<file path="src/rtl/assert_macros.svh">
// ----------------------------------------------------------------------------
// Assertion macros
// Concurrent assertion wrappers. They are empty when SYNTHESIS is defined.
// ----------------------------------------------------------------------------
`ifndef ASSERT_MACROS_SVH
`define ASSERT_MACROS_SVH

`ifndef SYNTHESIS

// Check that a condition holds at every clock edge outside reset
`define BRA_ASSERT(lbl, clk, rst, prop, msg) \
   lbl: assert property (@(posedge clk) disable iff (rst) (prop)) else $error(msg);

// Check that a consequent holds in the cycle of its antecedent
`define BRA_ASSERT_IMP(lbl, clk, rst, ante, cons, msg) \
   lbl: assert property (@(posedge clk) disable iff (rst) (ante) |-> (cons)) else $error(msg);

`else

`define BRA_ASSERT(lbl, clk, rst, prop, msg)
`define BRA_ASSERT_IMP(lbl, clk, rst, ante, cons, msg)

`endif

`endif

</file>
<file path="src/rtl/bra_pkg.sv">
// ----------------------------------------------------------------------------
// Bounded rational approximation package
// Field widths, reset constants, state encodings and the divider status type.
// ----------------------------------------------------------------------------
`timescale 1ns / 1ps

package bra_pkg;

   // Fixed field widths
   localparam int RATIO_W = 32;
   localparam int LIM_W   = 17;

   // Reset value of the limit register
   localparam logic [LIM_W-1:0] MAX_DEN_RESET = 17'd65536;

   // Main sequencer states
   typedef enum logic [4:0] {
      ST_IDLE,
      ST_DIV,
      ST_DIV_WAIT,
      ST_CHK_Q,
      ST_UPD,
      ST_SEMI,
      ST_K_WAIT,
      ST_SQ,
      ST_T1,
      ST_T2,
      ST_T3,
      ST_T4,
      ST_H,
      ST_G,
      ST_CMP,
      ST_DONE
   } bra_state_type;

   // Divider states
   typedef enum logic [1:0] {
      DIV_IDLE,
      DIV_ALIGN,
      DIV_SUB
   } div_state_type;

   // Divider status toward the sequencer
   typedef struct packed {
      logic busy;
      logic done;
   } div_stat_type;

endpackage

</file>
<file path="src/rtl/bra_req_if.sv">
// ----------------------------------------------------------------------------
// Request channel
// Valid/ready channel that carries one Q16.16 ratio word.
// ----------------------------------------------------------------------------
`timescale 1ns / 1ps

interface bra_req_if;
   logic                         valid;
   logic                         ready;
   logic [bra_pkg::RATIO_W-1:0]  ratio_q16;

   modport source (output valid, output ratio_q16, input ready);
   modport sink   (input valid, input ratio_q16, output ready);
endinterface

</file>
<file path="src/rtl/bra_rsp_if.sv">
// ----------------------------------------------------------------------------
// Response channel
// Valid/ready channel that carries one fraction result word.
// ----------------------------------------------------------------------------
`timescale 1ns / 1ps

interface bra_rsp_if;
   logic                       valid;
   logic                       ready;
   logic                       found;
   logic [bra_pkg::LIM_W-1:0]  numerator;
   logic [bra_pkg::LIM_W-1:0]  denominator;

   modport source (output valid, output found, output numerator, output denominator,
                   input ready);
   modport sink   (input valid, input found, input numerator, input denominator,
                   output ready);
endinterface

</file>
<file path="src/rtl/bra_div.sv">
// ----------------------------------------------------------------------------
// Iterative divider
// Shift-align then restore, one compare/subtract per cycle.
// ----------------------------------------------------------------------------
`timescale 1ns / 1ps

module bra_div #(
   parameter int W = 33
) (
   input  logic                  clock,
   input  logic                  reset,
   input  logic                  start,
   input  logic [W-1:0]          dividend,
   input  logic [W-1:0]          divisor,
   output bra_pkg::div_stat_type stat,
   output logic [W-1:0]          quot,
   output logic [W-1:0]          rem
);

   localparam int CW = $clog2(W);

   bra_pkg::div_state_type state_ff, state_in;
   logic [W-1:0]  dsh_ff, dsh_in;
   logic [W-1:0]  rem_ff, rem_in;
   logic [W-1:0]  quot_ff, quot_in;
   logic [CW-1:0] cnt_ff, cnt_in;
   logic          done_ff, done_in;

   // Shared compare: doubled divisor while aligning, divisor while subtracting
   logic [W:0] cmp_b;
   logic       ge;

   assign cmp_b = (state_ff == bra_pkg::DIV_ALIGN) ? {dsh_ff, 1'b0} : {1'b0, dsh_ff};
   assign ge    = ({1'b0, rem_ff} >= cmp_b);

   // Hold state and datapath
   always_ff @(posedge clock) begin
      if (reset) begin
         state_ff <= bra_pkg::DIV_IDLE;
         done_ff  <= 1'b0;
      end else begin
         state_ff <= state_in;
         done_ff  <= done_in;
      end
      dsh_ff  <= dsh_in;
      rem_ff  <= rem_in;
      quot_ff <= quot_in;
      cnt_ff  <= cnt_in;
   end

   // Sequence align and subtract phases
   always_comb begin
      state_in = state_ff;
      dsh_in   = dsh_ff;
      rem_in   = rem_ff;
      quot_in  = quot_ff;
      cnt_in   = cnt_ff;
      done_in  = 1'b0;
      unique case (state_ff)
         bra_pkg::DIV_IDLE: begin
            if (start) begin
               rem_in   = dividend;
               dsh_in   = divisor;
               quot_in  = '0;
               cnt_in   = '0;
               state_in = bra_pkg::DIV_ALIGN;
            end
         end
         bra_pkg::DIV_ALIGN: begin
            if (ge) begin
               dsh_in = {dsh_ff[W-2:0], 1'b0};
               cnt_in = cnt_ff + 1'b1;
            end else begin
               state_in = bra_pkg::DIV_SUB;
            end
         end
         bra_pkg::DIV_SUB: begin
            if (ge) begin
               rem_in  = rem_ff - dsh_ff;
               quot_in = {quot_ff[W-2:0], 1'b1};
            end else begin
               quot_in = {quot_ff[W-2:0], 1'b0};
            end
            if (cnt_ff == '0) begin
               done_in  = 1'b1;
               state_in = bra_pkg::DIV_IDLE;
            end else begin
               dsh_in = {1'b0, dsh_ff[W-1:1]};
               cnt_in = cnt_ff - 1'b1;
            end
         end
         default: state_in = bra_pkg::DIV_IDLE;
      endcase
   end

   assign stat.busy = (state_ff != bra_pkg::DIV_IDLE);
   assign stat.done = done_ff;
   assign quot      = quot_ff;
   assign rem       = rem_ff;

endmodule

</file>
<file path="src/rtl/bra_mul.sv">
// ----------------------------------------------------------------------------
// Shared multiply-accumulate
// Registered a * b + c; the result is ready in the cycle after the operands.
// ----------------------------------------------------------------------------
`timescale 1ns / 1ps

module bra_mul #(
   parameter int AW = 50,
   parameter int BW = 17
) (
   input  logic              clock,
   input  logic [AW-1:0]     op_a,
   input  logic [BW-1:0]     op_b,
   input  logic [BW-1:0]     op_c,
   output logic [AW+BW-1:0]  prod
);

   localparam int MW = AW + BW;

   logic [MW-1:0] prod_ff, prod_in;

   // Form product plus addend
   assign prod_in = ({{BW{1'b0}}, op_a} * {{AW{1'b0}}, op_b}) + {{AW{1'b0}}, op_c};

   // Register the result
   always_ff @(posedge clock) begin
      prod_ff <= prod_in;
   end

   assign prod = prod_ff;

endmodule

</file>
<file path="src/rtl/bounded_rational_approximation.sv">
// ----------------------------------------------------------------------------
// Bounded rational approximation
// Best fraction p/q with p, q no larger than a programmable limit.
// ----------------------------------------------------------------------------
// Usage:
//   req_chan takes one unsigned fixed-point ratio word (FRAC_BITS fraction
//   bits) when valid and ready are high; ready is high only while the
//   sequencer is idle and out of reset, so one word is in work at a time.
//   rsp_chan returns exactly one word per request: found, numerator and
//   denominator. A zero ratio or a zero limit returns found = 0, zero parts.
//   csr_wr_en / csr_wr_data write the limit (reset 65536); write only while
//   no request is in work.
// Steps: each continued-fraction term costs one divide on the shared
//   shift/subtract divider plus two products on the shared multiplier; the
//   semiconvergent check adds one divide for k and the cross-multiplies.
//   The term count stays below 30 for a 17-bit limit. A zero ratio or a
//   zero limit skips the expansion and goes straight to the done state.
// Stall: a finished word waits in the response register; a new request may
//   be accepted meanwhile, and the next result holds until the slot is free.
// Reset: clears the sequencer, the response valid and restores the limit.
// ----------------------------------------------------------------------------
`timescale 1ns / 1ps
`include "assert_macros.svh"

module bounded_rational_approximation #(
   parameter int FRAC_BITS = 16,
   parameter int MAX_TERMS = 64
) (
   input  logic                      clock,
   input  logic                      reset,
   bra_req_if.sink                   req_chan,
   bra_rsp_if.source                 rsp_chan,
   input  logic                      csr_wr_en,
   input  logic [bra_pkg::LIM_W-1:0] csr_wr_data
);

   localparam int LW = bra_pkg::LIM_W;
   localparam int XW = ((FRAC_BITS > bra_pkg::RATIO_W) ? FRAC_BITS : bra_pkg::RATIO_W) + 1;
   localparam int PW = XW + LW;
   localparam int MW = PW + LW;
   localparam int TW = $clog2(MAX_TERMS + 1);
   localparam logic [XW-1:0] ONE = {{(XW-1){1'b0}}, 1'b1} << FRAC_BITS;

   function automatic logic [PW-1:0] abs_diff(input logic [PW-1:0] x, input logic [PW-1:0] y);
      return (x >= y) ? (x - y) : (y - x);
   endfunction

   bra_pkg::bra_state_type state_ff, state_in;

   logic [LW-1:0] max_den_ff, max_den_in;
   logic [XW-1:0] xn_ff, xn_in, xd_ff, xd_in;
   logic [XW-1:0] num_ff, num_in, den_ff, den_in;
   logic [XW-1:0] a_ff, a_in, rem_ff, rem_in;
   logic [LW-1:0] p0_ff, p0_in, q0_ff, q0_in, p1_ff, p1_in, q1_ff, q1_in;
   logic [LW-1:0] q2_ff, q2_in, k_ff, k_in, sp_ff, sp_in, sq_ff, sq_in;
   logic [LW-1:0] bp_ff, bp_in, bq_ff, bq_in;
   logic [PW-1:0] t_ff, t_in, ds_ff, ds_in, dc_ff, dc_in;
   logic [MW-1:0] h_ff, h_in;
   logic [TW-1:0] term_ff, term_in;
   logic          invert_ff, invert_in, exact_ff, exact_in, fail_ff, fail_in;
   logic          out_valid_ff, out_valid_in, out_found_ff, out_found_in;
   logic [LW-1:0] out_num_ff, out_num_in, out_den_ff, out_den_in;

   // Shared unit hookups
   logic                  div_start;
   logic [XW-1:0]         div_n, div_d, div_q, div_r;
   bra_pkg::div_stat_type div_stat;
   logic [PW-1:0]         mul_a;
   logic [LW-1:0]         mul_b, mul_c;
   logic [MW-1:0]         mul_prod;

   // Final fix-ups
   logic [LW-1:0] fix_p, res_num, res_den;
   logic          res_ok;
   logic [XW-1:0] ratio_x;

   bra_div #(.W(XW)) u_div (
      .clock    (clock),
      .reset    (reset),
      .start    (div_start),
      .dividend (div_n),
      .divisor  (div_d),
      .stat     (div_stat),
      .quot     (div_q),
      .rem      (div_r)
   );

   bra_mul #(.AW(PW), .BW(LW)) u_mul (
      .clock (clock),
      .op_a  (mul_a),
      .op_b  (mul_b),
      .op_c  (mul_c),
      .prod  (mul_prod)
   );

   assign ratio_x = {{(XW-bra_pkg::RATIO_W){1'b0}}, req_chan.ratio_q16};
   assign fix_p   = (bp_ff == '0) ? {{(LW-1){1'b0}}, 1'b1} : bp_ff;
   assign res_num = invert_ff ? bq_ff : fix_p;
   assign res_den = invert_ff ? fix_p : bq_ff;
   assign res_ok  = !fail_ff && (res_num <= max_den_ff) && (res_den <= max_den_ff);

   // Take limit writes
   assign max_den_in = csr_wr_en ? csr_wr_data : max_den_ff;

   // Hold control and datapath registers
   always_ff @(posedge clock) begin
      if (reset) begin
         state_ff     <= bra_pkg::ST_IDLE;
         max_den_ff   <= bra_pkg::MAX_DEN_RESET;
         out_valid_ff <= 1'b0;
         term_ff      <= '0;
      end else begin
         state_ff     <= state_in;
         max_den_ff   <= max_den_in;
         out_valid_ff <= out_valid_in;
         term_ff      <= term_in;
      end
      xn_ff <= xn_in;  xd_ff <= xd_in;
      num_ff <= num_in;  den_ff <= den_in;
      a_ff <= a_in;  rem_ff <= rem_in;
      p0_ff <= p0_in;  q0_ff <= q0_in;  p1_ff <= p1_in;  q1_ff <= q1_in;
      q2_ff <= q2_in;  k_ff <= k_in;  sp_ff <= sp_in;  sq_ff <= sq_in;
      bp_ff <= bp_in;  bq_ff <= bq_in;
      t_ff <= t_in;  ds_ff <= ds_in;  dc_ff <= dc_in;  h_ff <= h_in;
      invert_ff <= invert_in;  exact_ff <= exact_in;  fail_ff <= fail_in;
      out_found_ff <= out_found_in;  out_num_ff <= out_num_in;  out_den_ff <= out_den_in;
   end

   // Sequence the expansion over the shared divider and multiplier
   always_comb begin
      state_in     = state_ff;
      xn_in = xn_ff;  xd_in = xd_ff;  num_in = num_ff;  den_in = den_ff;
      a_in = a_ff;  rem_in = rem_ff;
      p0_in = p0_ff;  q0_in = q0_ff;  p1_in = p1_ff;  q1_in = q1_ff;
      q2_in = q2_ff;  k_in = k_ff;  sp_in = sp_ff;  sq_in = sq_ff;
      bp_in = bp_ff;  bq_in = bq_ff;
      t_in = t_ff;  ds_in = ds_ff;  dc_in = dc_ff;  h_in = h_ff;
      term_in = term_ff;
      invert_in = invert_ff;  exact_in = exact_ff;  fail_in = fail_ff;
      out_found_in = out_found_ff;  out_num_in = out_num_ff;  out_den_in = out_den_ff;
      out_valid_in = out_valid_ff && !rsp_chan.ready;
      div_start = 1'b0;
      div_n     = num_ff;
      div_d     = den_ff;
      mul_a     = '0;
      mul_b     = '0;
      mul_c     = '0;
      req_chan.ready = (state_ff == bra_pkg::ST_IDLE) && !reset;

      unique case (state_ff)
         bra_pkg::ST_IDLE: begin
            if (req_chan.valid) begin
               invert_in = (ratio_x > ONE);
               xn_in     = (ratio_x > ONE) ? ONE : ratio_x;
               xd_in     = (ratio_x > ONE) ? ratio_x : ONE;
               num_in    = (ratio_x > ONE) ? ONE : ratio_x;
               den_in    = (ratio_x > ONE) ? ratio_x : ONE;
               p0_in = '0;  q0_in = {{(LW-1){1'b0}}, 1'b1};
               p1_in = {{(LW-1){1'b0}}, 1'b1};  q1_in = '0;
               bp_in = '0;  bq_in = '0;
               term_in  = '0;
               exact_in = 1'b0;
               fail_in  = (req_chan.ratio_q16 == '0) || (max_den_ff == '0);
               state_in = ((req_chan.ratio_q16 == '0) || (max_den_ff == '0)) ?
                          bra_pkg::ST_DONE : bra_pkg::ST_DIV;
            end
         end
         // Start one Euclid step
         bra_pkg::ST_DIV: begin
            div_start = 1'b1;
            state_in  = bra_pkg::ST_DIV_WAIT;
         end
         // Take the partial quotient and form the next denominator
         bra_pkg::ST_DIV_WAIT: begin
            if (div_stat.done) begin
               a_in     = div_q;
               rem_in   = div_r;
               mul_a    = {{LW{1'b0}}, div_q};
               mul_b    = q1_ff;
               mul_c    = q0_ff;
               state_in = bra_pkg::ST_CHK_Q;
            end
         end
         // Stop on a denominator over the limit, else form the numerator
         bra_pkg::ST_CHK_Q: begin
            if (mul_prod > {{(MW-LW){1'b0}}, max_den_ff}) begin
               state_in = bra_pkg::ST_SEMI;
            end else begin
               q2_in    = mul_prod[LW-1:0];
               mul_a    = {{LW{1'b0}}, a_ff};
               mul_b    = p1_ff;
               mul_c    = p0_ff;
               state_in = bra_pkg::ST_UPD;
            end
         end
         // Advance the convergents
         bra_pkg::ST_UPD: begin
            p0_in = p1_ff;
            q0_in = q1_ff;
            p1_in = mul_prod[LW-1:0];
            q1_in = q2_ff;
            if (rem_ff == '0) begin
               exact_in = 1'b1;
               state_in = bra_pkg::ST_SEMI;
            end else begin
               num_in  = den_ff;
               den_in  = rem_ff;
               term_in = term_ff + 1'b1;
               state_in = (term_ff == TW'(MAX_TERMS - 1)) ? bra_pkg::ST_SEMI : bra_pkg::ST_DIV;
            end
         end
         // Keep the convergent and try the largest semiconvergent
         bra_pkg::ST_SEMI: begin
            bp_in = p1_ff;
            bq_in = (q1_ff != '0) ? q1_ff : {{(LW-1){1'b0}}, 1'b1};
            if (!exact_ff && (q1_ff != '0) && (max_den_ff >= q0_ff)) begin
               div_start = 1'b1;
               div_n     = {{(XW-LW){1'b0}}, max_den_ff - q0_ff};
               div_d     = {{(XW-LW){1'b0}}, q1_ff};
               state_in  = bra_pkg::ST_K_WAIT;
            end else begin
               state_in = bra_pkg::ST_DONE;
            end
         end
         bra_pkg::ST_K_WAIT: begin
            if (div_stat.done) begin
               if (div_q == '0) begin
                  state_in = bra_pkg::ST_DONE;
               end else begin
                  k_in     = div_q[LW-1:0];
                  mul_a    = {{(PW-LW){1'b0}}, div_q[LW-1:0]};
                  mul_b    = p1_ff;
                  mul_c    = p0_ff;
                  state_in = bra_pkg::ST_SQ;
               end
            end
         end
         bra_pkg::ST_SQ: begin
            sp_in    = mul_prod[LW-1:0];
            mul_a    = {{(PW-LW){1'b0}}, k_ff};
            mul_b    = q1_ff;
            mul_c    = q0_ff;
            state_in = bra_pkg::ST_T1;
         end
         // Cross-multiply both candidates against the ratio
         bra_pkg::ST_T1: begin
            if ((mul_prod > {{(MW-LW){1'b0}}, max_den_ff}) || (mul_prod == '0)) begin
               state_in = bra_pkg::ST_DONE;
            end else begin
               sq_in    = mul_prod[LW-1:0];
               mul_a    = {{LW{1'b0}}, xd_ff};
               mul_b    = sp_ff;
               state_in = bra_pkg::ST_T2;
            end
         end
         bra_pkg::ST_T2: begin
            t_in     = mul_prod[PW-1:0];
            mul_a    = {{LW{1'b0}}, xn_ff};
            mul_b    = sq_ff;
            state_in = bra_pkg::ST_T3;
         end
         bra_pkg::ST_T3: begin
            ds_in    = abs_diff(t_ff, mul_prod[PW-1:0]);
            mul_a    = {{LW{1'b0}}, xd_ff};
            mul_b    = p1_ff;
            state_in = bra_pkg::ST_T4;
         end
         bra_pkg::ST_T4: begin
            t_in     = mul_prod[PW-1:0];
            mul_a    = {{LW{1'b0}}, xn_ff};
            mul_b    = q1_ff;
            state_in = bra_pkg::ST_H;
         end
         bra_pkg::ST_H: begin
            dc_in    = abs_diff(t_ff, mul_prod[PW-1:0]);
            mul_a    = ds_ff;
            mul_b    = q1_ff;
            state_in = bra_pkg::ST_G;
         end
         bra_pkg::ST_G: begin
            h_in     = mul_prod;
            mul_a    = dc_ff;
            mul_b    = sq_ff;
            state_in = bra_pkg::ST_CMP;
         end
         // Prefer the semiconvergent on a tie
         bra_pkg::ST_CMP: begin
            if (h_ff <= mul_prod) begin
               bp_in = sp_ff;
               bq_in = sq_ff;
            end
            state_in = bra_pkg::ST_DONE;
         end
         // Load the response register once it is free
         bra_pkg::ST_DONE: begin
            if (!out_valid_ff || rsp_chan.ready) begin
               out_valid_in = 1'b1;
               out_found_in = res_ok;
               out_num_in   = res_ok ? res_num : '0;
               out_den_in   = res_ok ? res_den : '0;
               state_in     = bra_pkg::ST_IDLE;
            end
         end
         default: state_in = bra_pkg::ST_IDLE;
      endcase
   end

   assign rsp_chan.valid       = out_valid_ff;
   assign rsp_chan.found       = out_found_ff;
   assign rsp_chan.numerator   = out_num_ff;
   assign rsp_chan.denominator = out_den_ff;

   `BRA_ASSERT(a_q1_in_limit, clock, reset, (state_ff == bra_pkg::ST_IDLE) || (q1_ff <= max_den_ff), "convergent denominator over limit")
   `BRA_ASSERT_IMP(a_found_parts, clock, reset, rsp_chan.valid && rsp_chan.found, (rsp_chan.numerator != '0) && (rsp_chan.denominator != '0), "found word with a zero part")
   `BRA_ASSERT_IMP(a_miss_zero, clock, reset, rsp_chan.valid && !rsp_chan.found, (rsp_chan.numerator == '0) && (rsp_chan.denominator == '0), "not-found word with nonzero parts")
   `BRA_ASSERT_IMP(a_div_start_idle, clock, reset, div_start, !div_stat.busy, "divider started while busy")
   `BRA_ASSERT(a_term_bound, clock, reset, term_ff <= TW'(MAX_TERMS), "term count past bound")

endmodule

</file>
<file path="src/flat_wrapper.sv">
// flat-port wrapper written by rule: the top's interface ports become plain ports
module bounded_rational_approximation_flat 
#(
   parameter int FRAC_BITS = 16,
   parameter int MAX_TERMS = 64
)
  (clock, reset, csr_wr_en, csr_wr_data, req_chan_valid, req_chan_ratio_q16, req_chan_ready, rsp_chan_valid, rsp_chan_found, rsp_chan_numerator, rsp_chan_denominator, rsp_chan_ready);
  bra_req_if req_chan_i ();
  bra_rsp_if rsp_chan_i ();
  input  logic clock;
  input  logic reset;
  input  logic csr_wr_en;
  input  logic [bra_pkg::LIM_W-1:0] csr_wr_data;
  input wire logic [$bits(req_chan_i.valid)-1:0] req_chan_valid;
  input wire logic [$bits(req_chan_i.ratio_q16)-1:0] req_chan_ratio_q16;
  output wire logic [$bits(req_chan_i.ready)-1:0] req_chan_ready;
  output wire logic [$bits(rsp_chan_i.valid)-1:0] rsp_chan_valid;
  output wire logic [$bits(rsp_chan_i.found)-1:0] rsp_chan_found;
  output wire logic [$bits(rsp_chan_i.numerator)-1:0] rsp_chan_numerator;
  output wire logic [$bits(rsp_chan_i.denominator)-1:0] rsp_chan_denominator;
  input wire logic [$bits(rsp_chan_i.ready)-1:0] rsp_chan_ready;
  assign req_chan_i.valid = req_chan_valid;
  assign req_chan_i.ratio_q16 = req_chan_ratio_q16;
  assign req_chan_ready = req_chan_i.ready;
  assign rsp_chan_valid = rsp_chan_i.valid;
  assign rsp_chan_found = rsp_chan_i.found;
  assign rsp_chan_numerator = rsp_chan_i.numerator;
  assign rsp_chan_denominator = rsp_chan_i.denominator;
  assign rsp_chan_i.ready = rsp_chan_ready;
  bounded_rational_approximation #(.FRAC_BITS(FRAC_BITS), .MAX_TERMS(MAX_TERMS)) u_core (.clock(clock), .reset(reset), .req_chan(req_chan_i), .rsp_chan(rsp_chan_i), .csr_wr_en(csr_wr_en), .csr_wr_data(csr_wr_data));
endmodule
</file>
<file path="config.mk">
export PLATFORM = sky130hd
export DESIGN_NAME = bounded_rational_approximation_flat
export DESIGN_NICKNAME = d
export VERILOG_FILES = /design/src/rtl/bra_pkg.sv /design/src/rtl/bra_req_if.sv /design/src/rtl/bra_rsp_if.sv /design/src/rtl/bra_div.sv /design/src/rtl/bra_mul.sv /design/src/rtl/bounded_rational_approximation.sv /design/src/flat_wrapper.sv
export VERILOG_INCLUDE_DIRS = /design/src /design/src/rtl
export SDC_FILE = /design/constraint.sdc
export NUM_CORES = 2
export LEC_CHECK = 0
export CORE_AREA = 2 2 476 384
export DETAILED_ROUTE_END_ITERATION = 8
export DIE_AREA = 0 0 478 386
export DONT_BUFFER_PORTS = 1
export PLACE_DENSITY = 0.53
export SYNTH_ARGS = -nofsm -noshare
export SYNTH_HDL_FRONTEND = slang
export SYNTH_HIERARCHICAL = 1
export SYNTH_SLANG_ARGS = --single-unit
</file>
<file path="constraint.sdc">
create_clock -name clock -period 30.8 [get_ports clock]
set_input_delay 7.7 -clock clock [delete_from_list [all_inputs] [get_ports clock]]
set_output_delay 7.7 -clock clock [all_outputs]
set_load 0.02 [all_outputs]
</file>
==> summary.md <==
| Metric | Value |
|---|---|
| Status | finished, final reports clean |
| CTS root buf | clkbuf_16 |
| Via count | 51610 |
| Routed Antenna Nets | 0 |
| VDD IR-drop max | 0.0001275 V |
| Final setup violation count | 0 |
| Die ar. | 184500 sq um |
| Max Cap Viol | 0 |
| Setup TNS | 0 ns |
| Slew @ Worst Pin | 1.439 ns |
| TritonCTS buffer count | 86 |
| Routed len/inst | 23.97 microns |
| Crit path max fanout | 29 |
| CTS H-Tree Depth | 3 |
| Area share of the largest cell type after synthesis | 30.47% |
| Post-cts sizing count | 0 |
| Design area | 77110 sq um |
| Unique masters post-synth | 110 |
| First-pass GRT wire length | 335.9 mm |
| Cell taking the most area after synthesis | edfxtp_1 |
| Clock Sinks | 825 |
| Leakage | 33.73 nW |
| FF+latch count, synth | 825 |
| CTS Hold Buffers Added | 0 |
| Worst Setup Start Kind | input pin |
| Peak Freq | 63.38 MHz |
| Total standard cell area after synthesis | 71550 sq um |
| Vias per cell | 5.517 |
| Number of antenna violations at the first check in global routing | 20 |
| HP Class | reg -> reg |
| Routed wire length | 224.3 mm |
| Area Overhead vs Synth | 7.771% |
| Vias in the first global route | 51660 |
| Placeable core area | 180200 sq um |
| Pin count of the biggest net entering global routing | 118 |
| Sequential-to-total area share from yosys stat | 33.24% |
| TritonCTS clock tree | built |
| Initial Utilization | 39.70% |
| Clock Path Buffers | 3 |
| Crit share post-route | 51.23% |
| Clk Latency, worst-skew pair | 0.72 ns |
| Crit end category | primary output |
| Final Hold Violating Endpoints | 0 |
| Placer congestion estimate | 0.9332 |
| Worst path slowest cell | nor2_1 |
| IO Count | 91 |
| Total GRT Usage | 24.26% |
| Critical path required time | 23.10 ns |
| IO Port Bufs | 0 |
| Drt first pass iters | 7 |
| Worst Path Buf+Inv | 0 |
| CP Class | in -> out |
| Rel. slew slack | 3.245% |
| Skew final | 0.04688 ns |
| Top cells by area, synth | edfxtp_1, fa_1, ha_1 |
| Most frequent cells after synthesis | inv_1, nand2_1, fa_1 |
| Grt ovf | 0 |
| Residual DRC | 0 |
| Std-Cell Rows | 140 |
| Syn_area_per_cell | 10.18 sq um |
| Layout cells sized above 1 | 6.572% |
| DIE HEIGHT | 386 microns |
| Horiz. Die Dim | 478 microns |
| DP HPWL | 164.6 mm |
| Post-synth EDFFs | 726 |
| Setup Fix Bufs, Post-CTS | 0 |
| Reg2Reg Setup Slack | 18.85 ns |
| Synth warn | 6 |
| Pwr dens | 55.88 nW/um^2 |
| CP max stage delay | 0.34 ns |
| Unrepaired setup endpoints after global routing | false |
| Slew Limit Fails | 0 |
| Synth async-reset ratio | 0% |
| NumNets Final | 8144 |
| Worst Path Arrival | 8.08 ns |
| Most frequent cell after synthesis | inv_1 |
| Post-placement cell area | 74140 sq um |
| Final min period | 15.78 ns |
| Cell breakdown of the critical path | nor2_1 |
| Gate Count Post-Synth | 7027 |
| Synth Flop Type | edfxtp_1 |
| CTS clk-pin slew, worst paths | 0.06 ns |
| Initial DRC Count | 5110 |
| CP top delay family | simple AND/OR/NAND/NOR gates |
-- power by group --
| group | leakage, nW | switching (mW) | internal (mW) | total [mW] |
|---|---|---|---|---|
| Combinational | 24.7 | 0.995 | 0.509 | 1.50 |
| Sequential | 7.59 | 0.190 | 1.51 | 1.70 |
| Clock | 1.44 | 0.479 | 0.627 | 1.11 |
-- logic make-up after synthesis --
group                      synth area share (%)
other                                  0.005241
AOI/OAI and AO/OA                         11.25
xor gates and xnor gates                  1.885
adders and majority gates                 29.16
buffers and inverters                     8.014
DFF                                       33.24
and+or+nand+nor                           13.91
muxes                                     2.536
-- cell usage in the layout (no fill, tap or decap), types with 58 or more instances in the layout --
master / n
o21ai_0: 156
clkbuf_16: 89
mux2i_1: 62
ha_1: 479
nor4_1: 60
nand4_1: 99
buf_4: 114
edfxtp_1: 726
mux2_2: 105
a21oi_1: 308
fa_1: 741
nand2_1: 815
nand3_1: 80
and3_1: 82
a22o_1: 68
xor2_1: 58
inv_1: 1111
nor2_1: 209
dfxtp_1: 99
a22oi_1: 88
xnor2_1: 96
a21o_1: 153
and2_1: 430
-- path summary, 6_finish.rpt --
kind	cells after the start	from	to
setup reg to reg	34	u_core/max_den_ff[1]	u_core/u_mul/prod[60]
hold / removal	0	u_core/u_mul/prod[54]	u_core/h_ff[54]
hold reg to reg	0	u_core/u_mul/prod[54]	u_core/h_ff[54]
setup / recovery	1	reset	req_chan_ready
-- flip-flops by register name (all words and copies together), names as in the netlist, 33 cells and up --
| name | count |
|---|---|
| u_core/h_ff | 67 |
| u_core/u_mul/prod | 67 |
| u_core/dc_ff | 50 |
| u_core/ds_ff | 50 |
| u_core/t_ff | 50 |
| u_core/a_ff | 33 |
| u_core/den_ff | 33 |
| u_core/num_ff | 33 |
| u_core/rem_ff | 33 |
| u_core/u_div/dsh_ff | 33 |
| u_core/u_div/quot | 33 |
| u_core/u_div/rem | 33 |
-- stage by stage --
stage	hold slack, ns	power, mW	util (%)	setup slack, ns	instances
finish	0.4550	4.309	42.78	15.02	9356
global route	0.4562	4.525	42.78	15.03	9355
CTS	0.4581	4.306	42.78	15.04	9352
detailed placement	0.4445	3.189	41.13	15.04	9193
global placement	0.4384	3.165	41.13	15.04	9193
floorplan	0.4082	2.629	-	14.90	7041
-- cell type report --
type / instances / area, sq um
fill: 17240 / 103100
multi-input combinational: 4724 / 42280
sequential: 825 / 23780
inverter: 1115 / 4185
tap: 2414 / 3020
clock buffer: 108 / 2328
timing repair buffer: 115 / 875.8
clock inverter: 51 / 633.1
antenna: 4 / 10.01
-- worst register-to-register path: cells and delay by family (launching register included) --
family	cells	cell delay, ns
and+or+nand+nor	6	2.02
adders and majority gates	8	3.39
buffers and inverters	5	0.96
xor gates and xnor gates	1	0.13
AOI/OAI and AO/OA	14	4.95
DFF	1	0.39
-- routing by layer --
| layer | vias up | wire, microns | GRT usage (%) |
|---|---|---|---|
| li1 | 23180 | - | - |
| met1 | 26110 | 105900 | 36.78 |
| met2 | 2037 | 91690 | 34.43 |
| met3 | 279 | 21160 | 5.674 |
| met4 | 4 | 5459 | 6.247 |
| met5 | - | 22 | 0 |
Note: power is estimated with default switching activity, not from simulation.
